===== config.mk =====
export PLATFORM = sky130hd
export DESIGN_NAME = utf8_decoder_byte_fallback
export DESIGN_NICKNAME = d
export VERILOG_FILES = /design/src/rtl/u8dec_pkg.sv /design/src/rtl/u8dec_core.sv /design/src/rtl/u8dec_outbuf.sv /design/src/rtl/utf8_decoder_byte_fallback.sv
export VERILOG_INCLUDE_DIRS = /design/src /design/src/rtl
export SDC_FILE = /design/constraint.sdc
export NUM_CORES = 1
export LEC_CHECK = 0
export CORE_MARGIN = 2
export CORE_UTILIZATION = 45
export DETAILED_ROUTE_END_ITERATION = 10
export DONT_BUFFER_PORTS = 1
export SETUP_SLACK_MARGIN = 0.1
export SKIP_CTS_REPAIR_TIMING = 1
export SLEW_MARGIN = 0
export SYNTH_ARGS = -nofsm -noshare
export SYNTH_HDL_FRONTEND = slang
export SYNTH_SLANG_ARGS = --single-unit

===== constraint.sdc =====
create_clock -name i_clk -period 17.1 [get_ports i_clk]
set_clock_uncertainty 0.15 [all_clocks]
set_input_delay 2.565 -clock i_clk [delete_from_list [all_inputs] [get_ports i_clk]]
set_output_delay 2.565 -clock i_clk [all_outputs]
set_load 0.005 [all_outputs]

===== src/rtl/utf8_decoder_byte_fallback_assert.svh =====
// Assertion macros shared by the decoder modules.
`ifndef UTF8_DECODER_BYTE_FALLBACK_ASSERT_SVH
`define UTF8_DECODER_BYTE_FALLBACK_ASSERT_SVH

// Hold a condition on every clock edge outside reset.
`define U8D_ASSERT_ALWAYS(lbl, clk, rst_n, cond, msg) \
    lbl: assert property (@(posedge clk) disable iff (!(rst_n)) (cond)) \
        else $error(msg);

// Hold a consequent in the same cycle as its trigger.
`define U8D_ASSERT_IMPLIES(lbl, clk, rst_n, ante, cons) \
    lbl: assert property (@(posedge clk) disable iff (!(rst_n)) (ante) |-> (cons)) \
        else $error("implication failed");

// Hold a consequent in the cycle after its trigger.
`define U8D_ASSERT_NEXT(lbl, clk, rst_n, ante, cons) \
    lbl: assert property (@(posedge clk) disable iff (!(rst_n)) (ante) |=> (cons)) \
        else $error("next-cycle check failed");

`endif


===== src/rtl/u8dec_pkg.sv =====
// Shared types and constants of the UTF-8 decoder with byte fallback.
package u8dec_pkg;

    localparam int BYTE_W   = 8;
    localparam int CP_W     = 21;
    localparam int RUN_MAX  = 4;
    localparam int RUN_CW   = 3;
    localparam int RUN_IW   = 2;

    localparam logic [BYTE_W-1:0] CONT_MASK = 8'hC0;
    localparam logic [BYTE_W-1:0] CONT_TAG  = 8'h80;
    localparam logic [BYTE_W-1:0] L2_MASK   = 8'hE0;
    localparam logic [BYTE_W-1:0] L2_TAG    = 8'hC0;
    localparam logic [BYTE_W-1:0] L3_MASK   = 8'hF0;
    localparam logic [BYTE_W-1:0] L3_TAG    = 8'hE0;
    localparam logic [BYTE_W-1:0] L4_MASK   = 8'hF8;
    localparam logic [BYTE_W-1:0] L4_TAG    = 8'hF0;
    localparam logic [BYTE_W-1:0] PAY_MASK  = 8'h3F;
    localparam logic [BYTE_W-1:0] L2_BITS   = 8'h1F;
    localparam logic [BYTE_W-1:0] L3_BITS   = 8'h0F;
    localparam logic [BYTE_W-1:0] L4_BITS   = 8'h07;

    // One byte's worth of results, handed from the decoder to the result buffer.
    typedef struct packed {
        logic [RUN_CW-1:0]             count;
        logic [RUN_MAX-1:0][CP_W-1:0]  vals;
    } t_run;

endpackage


===== src/rtl/u8dec_core.sv =====
// Input register, sequence state and single-pass decode of one byte.
module u8dec_core (
    input  logic                          i_clk,
    input  logic                          i_rst_n,
    input  logic                          i_valid,
    output logic                          o_stall,
    input  logic [u8dec_pkg::BYTE_W-1:0]  i_data_byte,
    input  logic                          i_end_of_text,
    output logic                          o_run_valid,
    output u8dec_pkg::t_run               o_run,
    input  logic                          i_load_ok
);
    import u8dec_pkg::*;

    logic                 r_in_valid;
    logic [BYTE_W-1:0]    r_in_byte;
    logic                 r_in_eot;

    logic [BYTE_W-1:0]    r_lead,  n_lead;
    logic [BYTE_W-1:0]    r_pend [2];
    logic [BYTE_W-1:0]    n_pend [2];
    logic [2:0]           r_need,  n_need;
    logic [1:0]           r_rc,    n_rc;
    logic [CP_W-1:0]      r_part,  n_part;

    logic [RUN_CW-1:0]            cnt;
    logic [RUN_MAX-1:0][CP_W-1:0] vals;
    logic [CP_W-1:0]              cont_val;
    logic [2:0]                   lead_len;
    logic [CP_W-1:0]              lead_bits;
    logic                         adv;

    // Classify the byte as a lead: length of its form, 0 when it stands alone.
    always_comb begin
        lead_len  = 3'd0;
        lead_bits = '0;
        priority if ((r_in_byte & L2_MASK) == L2_TAG) begin
            lead_len  = 3'd2;
            lead_bits = {{(CP_W-BYTE_W){1'b0}}, r_in_byte & L2_BITS};
        end else if ((r_in_byte & L3_MASK) == L3_TAG) begin
            lead_len  = 3'd3;
            lead_bits = {{(CP_W-BYTE_W){1'b0}}, r_in_byte & L3_BITS};
        end else if ((r_in_byte & L4_MASK) == L4_TAG) begin
            lead_len  = 3'd4;
            lead_bits = {{(CP_W-BYTE_W){1'b0}}, r_in_byte & L4_BITS};
        end else begin
            lead_len  = 3'd0;
            lead_bits = '0;
        end
    end

    assign cont_val = {r_part[CP_W-7:0], r_in_byte[5:0]};

    always_comb begin
        n_lead    = r_lead;
        n_pend[0] = r_pend[0];
        n_pend[1] = r_pend[1];
        n_need    = r_need;
        n_rc      = r_rc;
        n_part    = r_part;
        vals      = '0;
        cnt       = '0;

        if (r_need != 3'd0 && (r_in_byte & CONT_MASK) == CONT_TAG) begin
            if ({1'b0, r_rc} + 3'd2 >= r_need) begin
                vals[cnt[RUN_IW-1:0]] = cont_val;
                cnt    = cnt + 3'd1;
                n_need = 3'd0;
                n_rc   = 2'd0;
                n_part = '0;
            end else begin
                if (!r_rc[1]) begin
                    n_pend[r_rc[0]] = r_in_byte;
                end
                n_rc   = r_rc + 2'd1;
                n_part = cont_val;
            end
        end else begin
            // Broken sequence, if any: drop it out raw, then start afresh on this byte.
            if (r_need != 3'd0) begin
                vals[cnt[RUN_IW-1:0]] = {{(CP_W-BYTE_W){1'b0}}, r_lead};
                cnt = cnt + 3'd1;
                if (r_rc != 2'd0) begin
                    vals[cnt[RUN_IW-1:0]] = {{(CP_W-BYTE_W){1'b0}}, r_pend[0]};
                    cnt = cnt + 3'd1;
                end
                if (r_rc[1]) begin
                    vals[cnt[RUN_IW-1:0]] = {{(CP_W-BYTE_W){1'b0}}, r_pend[1]};
                    cnt = cnt + 3'd1;
                end
                n_need = 3'd0;
                n_rc   = 2'd0;
                n_part = '0;
            end
            if (lead_len == 3'd0) begin
                vals[cnt[RUN_IW-1:0]] = {{(CP_W-BYTE_W){1'b0}}, r_in_byte};
                cnt = cnt + 3'd1;
            end else begin
                n_lead = r_in_byte;
                n_need = lead_len;
                n_rc   = 2'd0;
                n_part = lead_bits;
            end
        end

        // End of text: flush whatever sequence is still open.
        if (r_in_eot && n_need != 3'd0) begin
            vals[cnt[RUN_IW-1:0]] = {{(CP_W-BYTE_W){1'b0}}, n_lead};
            cnt = cnt + 3'd1;
            if (n_rc != 2'd0) begin
                vals[cnt[RUN_IW-1:0]] = {{(CP_W-BYTE_W){1'b0}}, n_pend[0]};
                cnt = cnt + 3'd1;
            end
            if (n_rc[1]) begin
                vals[cnt[RUN_IW-1:0]] = {{(CP_W-BYTE_W){1'b0}}, n_pend[1]};
                cnt = cnt + 3'd1;
            end
            n_need = 3'd0;
            n_rc   = 2'd0;
            n_part = '0;
        end
    end

    assign adv         = r_in_valid && (cnt == '0 || i_load_ok);
    assign o_stall     = r_in_valid && !adv;
    assign o_run_valid = r_in_valid && cnt != '0;
    assign o_run.count = cnt;
    assign o_run.vals  = vals;

    always_ff @(posedge i_clk) begin
        if (!i_rst_n) begin
            r_in_valid <= 1'b0;
        end else if (!o_stall) begin
            r_in_valid <= i_valid;
        end
    end

    always_ff @(posedge i_clk) begin
        if (!o_stall) begin
            r_in_byte <= i_data_byte;
            r_in_eot  <= i_end_of_text;
        end
    end

    always_ff @(posedge i_clk) begin
        if (!i_rst_n) begin
            r_lead <= '0;
            r_need <= 3'd0;
            r_rc   <= 2'd0;
            r_part <= '0;
        end else if (adv) begin
            r_lead <= n_lead;
            r_need <= n_need;
            r_rc   <= n_rc;
            r_part <= n_part;
        end
    end

    always_ff @(posedge i_clk) begin
        if (adv) begin
            r_pend[0] <= n_pend[0];
            r_pend[1] <= n_pend[1];
        end
    end

`include "utf8_decoder_byte_fallback_assert.svh"

    `U8D_ASSERT_ALWAYS(a_need_legal, i_clk, i_rst_n, r_need != 3'd1 && r_need <= 3'd4, "bad form length")
    `U8D_ASSERT_IMPLIES(a_rc_closed, i_clk, i_rst_n, r_need == 3'd0 || r_rc == 2'd3, r_rc == 2'd0)
    `U8D_ASSERT_NEXT(a_eot_closes, i_clk, i_rst_n, adv && r_in_eot, r_need == 3'd0)

endmodule


===== src/rtl/u8dec_outbuf.sv =====
// Result register: holds one byte's run and hands it out one beat at a time.
module u8dec_outbuf (
    input  logic                        i_clk,
    input  logic                        i_rst_n,
    input  logic                        i_run_valid,
    input  u8dec_pkg::t_run             i_run,
    output logic                        o_load_ok,
    output logic                        o_valid,
    input  logic                        i_stall,
    output logic [u8dec_pkg::CP_W-1:0]  o_code_point,
    output logic                        o_run_last
);
    import u8dec_pkg::*;

    logic [RUN_MAX-1:0][CP_W-1:0] r_vals;
    logic [RUN_CW-1:0]            r_left;
    logic [RUN_IW-1:0]            r_idx;
    logic                         pop;
    logic                         load;

    assign o_valid      = r_left != '0;
    assign pop          = o_valid && !i_stall;
    assign o_load_ok    = r_left == '0 || (pop && r_left == 3'd1);
    assign load         = i_run_valid && o_load_ok;
    assign o_code_point = r_vals[r_idx];
    assign o_run_last   = r_left == 3'd1;

    always_ff @(posedge i_clk) begin
        if (!i_rst_n) begin
            r_left <= '0;
            r_idx  <= '0;
        end else if (load) begin
            r_left <= i_run.count;
            r_idx  <= '0;
        end else if (pop) begin
            r_left <= r_left - 3'd1;
            r_idx  <= r_idx + 2'd1;
        end
    end

    always_ff @(posedge i_clk) begin
        if (load) begin
            r_vals <= i_run.vals;
        end
    end

`include "utf8_decoder_byte_fallback_assert.svh"

    `U8D_ASSERT_ALWAYS(a_left_max, i_clk, i_rst_n, r_left <= 3'd4, "run count overflow")
    `U8D_ASSERT_NEXT(a_run_restart, i_clk, i_rst_n, load, r_idx == 2'd0)
    `U8D_ASSERT_NEXT(a_run_cont, i_clk, i_rst_n, pop && r_left > 3'd1, o_valid)

endmodule


===== src/rtl/utf8_decoder_byte_fallback.sv =====
// Top level of the UTF-8 decoder with per-byte raw fallback.
//
//  channel   direction  handshake            payload
//  -------   ---------  -------------------  -------------------------------
//  byte in   input      i_valid / o_stall    i_data_byte, i_end_of_text
//  cp out    output     o_valid / i_stall    o_code_point, o_run_last
//
// A byte is registered on entry and decoded in one pass the next cycle; its
// run of 0 to 4 code points lands in the result register, which releases one
// beat per cycle while unstalled; bytes giving at most one beat flow at one
// per cycle likewise. A longer run holds the input until its last beat leaves
// the single output port. Reset (synchronous, active low) closes any open
// sequence and empties both registers. Bytes that emit nothing advance without
// touching the result register; downstream stall freezes the current beat.
module utf8_decoder_byte_fallback (
    input  logic                          i_clk,
    input  logic                          i_rst_n,
    input  logic                          i_valid,
    output logic                          o_stall,
    input  logic [u8dec_pkg::BYTE_W-1:0]  i_data_byte,
    input  logic                          i_end_of_text,
    output logic                          o_valid,
    input  logic                          i_stall,
    output logic [u8dec_pkg::CP_W-1:0]    o_code_point,
    output logic                          o_run_last
);
    import u8dec_pkg::*;

    t_run  run;
    logic  run_valid;
    logic  load_ok;

    // Decode stage: input register plus sequence state.
    u8dec_core u_core (
        .i_clk         (i_clk),
        .i_rst_n       (i_rst_n),
        .i_valid       (i_valid),
        .o_stall       (o_stall),
        .i_data_byte   (i_data_byte),
        .i_end_of_text (i_end_of_text),
        .o_run_valid   (run_valid),
        .o_run         (run),
        .i_load_ok     (load_ok)
    );

    // Result register: serialises each run onto the output channel.
    u8dec_outbuf u_outbuf (
        .i_clk        (i_clk),
        .i_rst_n      (i_rst_n),
        .i_run_valid  (run_valid),
        .i_run        (run),
        .o_load_ok    (load_ok),
        .o_valid      (o_valid),
        .i_stall      (i_stall),
        .o_code_point (o_code_point),
        .o_run_last   (o_run_last)
    );

endmodule

# --- Word-level counts from Yosys, hierarchy flattened ---
# Memory sizes are Yosys's and may differ from the RTL's.
# Index checks and enable logic that the tools add are counted.
word_totals:
  regBits: 127
  output_inout_bits: 24
  memories: 1
  input_bits: 13
  wordCells: 152
  ram_bits: 16
mem_list:
  columns: ["name", "depth", "word_bits", "rd", "rd_ports_with_merged_regs", "wr", "line_no", "rtl"]
  rows:
  - ["u_core.r_pend", 2, 8, 2, 0, 2, "u8dec_core.sv:20", "logic [BYTE_W-1:0] r_pend [2];"]
op_classes:
  n_eq_ne: 6
  bitwise: 2
  n_mux: 77
  addsub: 9
  reduce_logical: 30
  n_lt_le_gt_ge: 14
ops:
  columns: ["operator", "n"]
  rows:
  - ["two-way mux 84 bit", 8]
  - ["bitwise mux 84 bit", 5]
  - ["demux 21 bit (select 2 bit)", 5]
  - ["two-way mux 21 bit", 10]
  - ["two-way mux 15 bit", 5]
  - ["two-way mux 3 bit", 22]
  - ["two-way mux 63 bit", 1]
  - ["two-way mux 16 bit", 3]
  - ["binary-select mux 21 bit (select 2 bit)", 1]
  - ["two-way mux 8 bit", 4]
  - ["< comparator 2 x 3 -> 1 bit, second input constant", 6]
  - ["bitwise mux 16 bit", 1]
  - ["adder 3 x 1 -> 3 bit, second input constant", 5]
  - ["logical AND 1 bit", 14]
  - ["two-way mux 2 bit", 6]
  - ["nonzero test 3 bit", 4]
  - [">= comparator 2 x 1 -> 1 bit, second input constant", 5]
  - ["logical NOT 3 bit", 3]
  - ["demux 8 bit (select 1 bit)", 1]
  - ["nonzero test 2 bit", 3]
  - ["== test 5 bit, second input constant", 1]
  - ["two-way mux 5 bit", 1]
  - ["adder 2 x 1 -> 2 bit, second input constant", 2]
  - ["== test 4 bit, second input constant", 1]
  - ["other kinds (17)", 21]

# --- Longest topological paths before layout ---
depth:
  ltp_word: 23
  mapped_depth: 21
  depth_no_buf: 19

# --- Cells and area by module ---
# A second synthesis with hierarchy kept.
hier_totals:
  hier_cells: 821
  hier_area_um2: 8501.9
modules_own_cells:
  columns: ["module", "n_inst", "cells_each", "seq_area_each_um2", "area_per_inst_um2"]
  rows:
  - ["u8dec_core", 1, 671, 1331.3, 5119.9]
  - ["u8dec_outbuf", 1, 150, 2622.5, 3382.0]

# --- Worst setup path before layout ---
# Ideal clock, no wire load.
synth_timing:
  path_type: "in2reg"
  startpoint: "input port i_stall"
  endpoint: "register u_outbuf.r_left[0]"
  arrival_ps: 5849
  setup_time_ps: 123
  n_path_buf: 0
  slack_ps: 10978
  required_ps: 16827
  path_stages: 5
  path_cell_list: "o21ai_0 > nand2_1 > a21oi_1 > nand2b_1 > o21ai_0"
synth_between:
  elab_chain_len: 6
  word_cells_on_any_way: 7
  classes_between: "mux (1); reduce/logical (6)"
synth_rtl:
  columns: ["item", "line_no", "rtl"]
  rows:
  - ["start, declared", "utf8_decoder_byte_fallback.sv:23", "input logic i_stall,"]
  - ["logical NOT 1 bit (*)", "u8dec_outbuf.sv:22", "assign pop = o_valid && !i_stall;"]
  - ["logical AND 1 bit (*)", "u8dec_outbuf.sv:22", null]
  - ["logical AND 1 bit (*)", "u8dec_outbuf.sv:23", "assign o_load_ok = r_left == '0 || (pop && r_left == 3'd1);"]
  - ["logical OR 1 bit (*)", "u8dec_outbuf.sv:23", null]
  - ["logical AND 1 bit (*)", "u8dec_outbuf.sv:24", "assign load = i_run_valid && o_load_ok;"]
  - ["named net u_outbuf.load", "u8dec_outbuf.sv:19", "logic load;"]
  - ["two-way mux 3 bit / nonzero test 2 bit (equally long branches)", null, null]
  - ["end signal, assigned", "u8dec_outbuf.sv:33", "r_left <= i_run.count;"]
  - ["end signal, assigned", "u8dec_outbuf.sv:36", "r_left <= r_left - 3'd1;"]
  - ["end, declared", "u8dec_outbuf.sv:16", "logic [RUN_CW-1:0] r_left;"]
# The timed path passes the listed nets; every way through them passes the cells marked *.
# A chain may end at the register's enable or synchronous reset.

# --- Worst setup path after layout ---
layout_timing:
  startpoint: "register u_core.r_need[2]"
  endpoint: "output port o_stall"
layout_between:
  elab_chain_len: 18
  word_cells_on_any_way: 32
  classes_between: "add/sub (4); order compare (1); mux (17); reduce/logical (10)"
layout_rtl:
  columns: ["item", "line_no", "rtl"]
  rows:
  - ["start, declared", "u8dec_core.sv:22", "logic [2:0] r_need, n_need;"]
  - ["start signal, assigned", "u8dec_core.sv:153", "r_need <= n_need;"]
  - ["nonzero test 3 bit", "u8dec_core.sv:64, u8dec_core.sv:80", null]
  - ["two-way mux 3 bit", "u8dec_core.sv:80", "if (r_need != 3'd0) begin"]
  - ["two-way mux 3 bit", "u8dec_core.sv:64", "if (r_need != 3'd0 && (r_in_byte & CONT_MASK) == CONT_TAG) begin"]
  - ["adder 3 x 1 -> 3 bit", "u8dec_core.sv:97", "cnt = cnt + 3'd1;"]
  - ["two-way mux 3 bit", "u8dec_core.sv:95", "if (lead_len == 3'd0) begin"]
  - ["two-way mux 3 bit", "u8dec_core.sv:64", null]
  - ["adder 3 x 1 -> 3 bit", "u8dec_core.sv:109", "cnt = cnt + 3'd1;"]
  - ["adder 3 x 1 -> 3 bit", "u8dec_core.sv:112", "cnt = cnt + 3'd1;"]
  - ["(+2 left out)", null, null]
  - ["adder 3 x 1 -> 3 bit", "u8dec_core.sv:116", "cnt = cnt + 3'd1;"]
  - ["two-way mux 3 bit", "u8dec_core.sv:114", "if (n_rc[1]) begin"]
  - ["two-way mux 3 bit (*)", "u8dec_core.sv:107", "if (r_in_eot && n_need != 3'd0) begin"]
  - ["logical NOT 3 bit (*)", "u8dec_core.sv:124", "assign adv = r_in_valid && (cnt == '0 || i_load_ok);"]
  - ["logical OR 1 bit (*)", "u8dec_core.sv:124", null]
  - ["logical AND 1 bit (*)", "u8dec_core.sv:124", null]
  - ["logical NOT 1 bit (*)", "u8dec_core.sv:125", "assign o_stall = r_in_valid && !adv;"]
  - ["logical AND 1 bit (*)", "u8dec_core.sv:125", null]
  - ["end, declared", "utf8_decoder_byte_fallback.sv:19", "output logic o_stall,"]
# Every way passes the cells marked *; elsewhere a longest branch is shown, timed or not. The select of a mux whose other input is x is not followed.

==> impl_metrics.env <==
export IMPL_status="completed"
export IMPL_area_growth_pct=6.33
export IMPL_via_count=4972
export IMPL_ir_drop_v=0.0000593
export IMPL_overflow=0
export IMPL_grt_first_pass_wirelength_mm=27.6
export IMPL_cts_sinks=104
export IMPL_drtIter0Drc=559
export IMPL_io_pin_count=37
export IMPL_fill_cells=1242
export IMPL_synth_area_um2=6230
export IMPL_yosysWarnings=0
export IMPL_maxCapViolCount=0
export IMPL_fin_crit_ns=7.70
export IMPL_cts_buffers=9
export IMPL_cts_buffer_depth=2
export IMPL_worstMarginPinSlew_ns=1.06
export IMPL_ys_ff_latch=104
export IMPL_coreArea_um2=13400
export IMPL_syn_avg_cell_area_um2=9.80
export IMPL_dieArea_um2=14800
export IMPL_antenna_cells=0
export IMPL_worst_ep_arrival_time_ns=4.98
export IMPL_htree_levels=3
export IMPL_ys_seq_area_frac=0.447
export IMPL_hold_class="reg -> reg"
export IMPL_initial_core_util=0.465
export IMPL_routed_via_density=6.28
export IMPL_portBuffers=0
export IMPL_cts_reportedPaths_clkPinSlew_ns=0.08
export IMPL_drive_gt1_frac=0.115
export IMPL_fin_crit_sh=0.450
export IMPL_p_leak_nw=2.50
export IMPL_drc=0
export IMPL_synth_flop_cell="edfxtp_1"
export IMPL_clock_latency_ns=0.37
export IMPL_grt_max_degree=51
export IMPL_final_core_util=0.494
export IMPL_critical_path_startpoint_type="flip-flop"
export IMPL_routedWlPerCell_um=22.4
export IMPL_ant_nets=0
export IMPL_dr_pass1_iters=6
export IMPL_die_y_um=122
export IMPL_synth_fp_nets=666
export IMPL_cp_max_fo=19
export IMPL_async_flop_share=0
export IMPL_fp_row_count=42
export IMPL_cts_tree="built"
export IMPL_antenna_found_initial=0
export IMPL_relSlewSlack=0.291
export IMPL_endpoint_kind="primary output"
export IMPL_hold_violations=0
export IMPL_drv_slew=0
export IMPL_critPathRequiredTime_ns=14.39
export IMPL_synth_cell_types=64
export IMPL_clock_fmax_mhz=130
export IMPL_gp_congestion=0.947
export IMPL_synth_edf_count=70
export IMPL_fin_tns_setup_ns=0
export IMPL_cts_root_buf="clkbuf_16"
export IMPL_first_global_vias=4591
export IMPL_wl_mm=17.7
export IMPL_powerDensity_nw_per_um2=124
export IMPL_die_w_um=122
export IMPL_setup_violations=0
export IMPL_hold_depth=2
export IMPL_nets=641
export IMPL_r2r_cells=15
export IMPL_netlist_instances=636
export IMPL_dp_hpwl_mm=12.7
export IMPL_path_class="reg -> out"
export IMPL_grt_use_total=0.250
export IMPL_rsz0062_at_grt="false"
## placed cells by master, fill, tap and decap left out, types with 7 or more instances in the layout
cell / netlist / final
nand2_1: 88 / 88
edfxtp_1: 70 / 70
a21oi_1: 43 / 42
nor2_1: 35 / 35
o21ai_0: 34 / 34
dfxtp_1: 34 / 34
mux2i_1: 28 / 28
a22oi_1: 22 / 22
and3_1: 20 / 20
inv_1: 19 / 19
mux2_2: 18 / 18
ha_1: 17 / 17
o22ai_1: 16 / 16
and2_1: 15 / 15
nand2b_1: 12 / 12
a211oi_1: 10 / 10
clkbuf_16: 0 / 10
o31ai_1: 9 / 9
nor3_1: 8 / 8
mux4_2: 8 / 8
nor2b_1: 7 / 7
## per-layer routing
metal | vias up | GRT usage | share of wire
met5 | - | 0 | 0
met4 | 0 | 0.0812 | 0.020
met3 | 31 | 0.0398 | 0.076
met2 | 237 | 0.371 | 0.43
met1 | 2398 | 0.372 | 0.47
li1 | 2306 | - | -
## worst paths after layout
check,startpoint,end,slack [ns]
setup reg to reg,u_core.r_need[2],u_core.r_in_eot,11.69
hold / removal,u_core.r_part[9],u_core.r_part[9],0.31
setup / recovery,u_core.r_need[2],o_stall,9.40
hold reg to reg,u_core.r_part[9],u_core.r_part[9],0.31
## per-stage QoR
step / instance area [um2] / instances / setup slack [ns] / hold slack, ns / power, W
floorplan: 6230 / 636 / 10.98 / 0.284 / 0.000547
global placement: 6320 / 776 / 10.0 / 0.290 / 0.000606
detailed placement: 6320 / 776 / 9.83 / 0.305 / 0.000613
CTS: 6630 / 792 / 9.41 / 0.315 / 0.000825
global route: 6630 / 792 / 9.00 / 0.336 / 0.000866
finish: 6630 / 792 / 9.40 / 0.313 / 0.000823
## report_power, final
part	leakage [nW]	internal, W	switching (W)
Clock	0.153	0.000111	0.000101
Sequential	0.913	0.000322	0.0000350
Combinational	1.43	0.0000930	0.000161
## registers in the layout (all words and copies together), names as in the netlist
register	flops
u_outbuf.r_left	3
u_core.r_rc	2
u_core.r_in_valid	1
u_core.r_in_byte	8
u_core.r_in_eot	1
u_outbuf.r_vals	45
u_core.r_pend	16
u_core.r_lead	8
u_core.r_need	3
u_core.r_part	15
u_outbuf.r_idx	2
## synth_stat cells, types with 10 or more instances
library cell	count	area (um2)
nor2_1	35	131
a22oi_1	22	165
mux2_2	18	203
nand2b_1	12	75.1
o22ai_1	16	100
and3_1	20	125
ha_1	17	213
edfxtp_1	70	2100
nand2_1	88	330
a211oi_1	10	75.1
inv_1	19	71.3
dfxtp_1	34	681
o21ai_0	34	170
a21oi_1	43	215
and2_1	15	93.8
mux2i_1	28	280
clkbuf_1	33	124
## cell families (layout without fill, tap and decap cells)
kind of cell	count (synthesis)	in the layout	synth area share
xor+xnor	8	8	0.0125
flops	104	104	0.447
simple gates	211	211	0.164
fa+ha+maj	17	17	0.0341
buf+inv	62	42	0.0422
mux	54	54	0.106
compound gates	180	180	0.194
## critical path, stage by stage, from the launching register on
cell and delay [ns]:
dfxtp_1 0.34, nor3_2 0.86, nor2_1 0.22, inv_1 0.15, ha_1 0.24, o21ai_0 0.11
o211ai_2 0.22, inv_1 0.17, ha_1 0.59, nand4_1 0.18, o22ai_1 0.19, mux2i_1 0.11
xnor2_1 0.40, o21ai_0 0.27, a211oi_1 0.57
## area by class of cell
cell class / instances / area [um2] / share of cell area
clock buffers: 10 / 250 / 0.0378
repair buffers: 5 / 37.5 / 0.00567
multi-input cells: 470 / 3200 / 0.483
flip-flops and latches: 104 / 2780 / 0.420
well taps: 176 / 220 / 0.0332
inverters: 21 / 78.8 / 0.0119
clock inverters: 6 / 55.1 / 0.00831
Power figures use the tool's default switching activity.
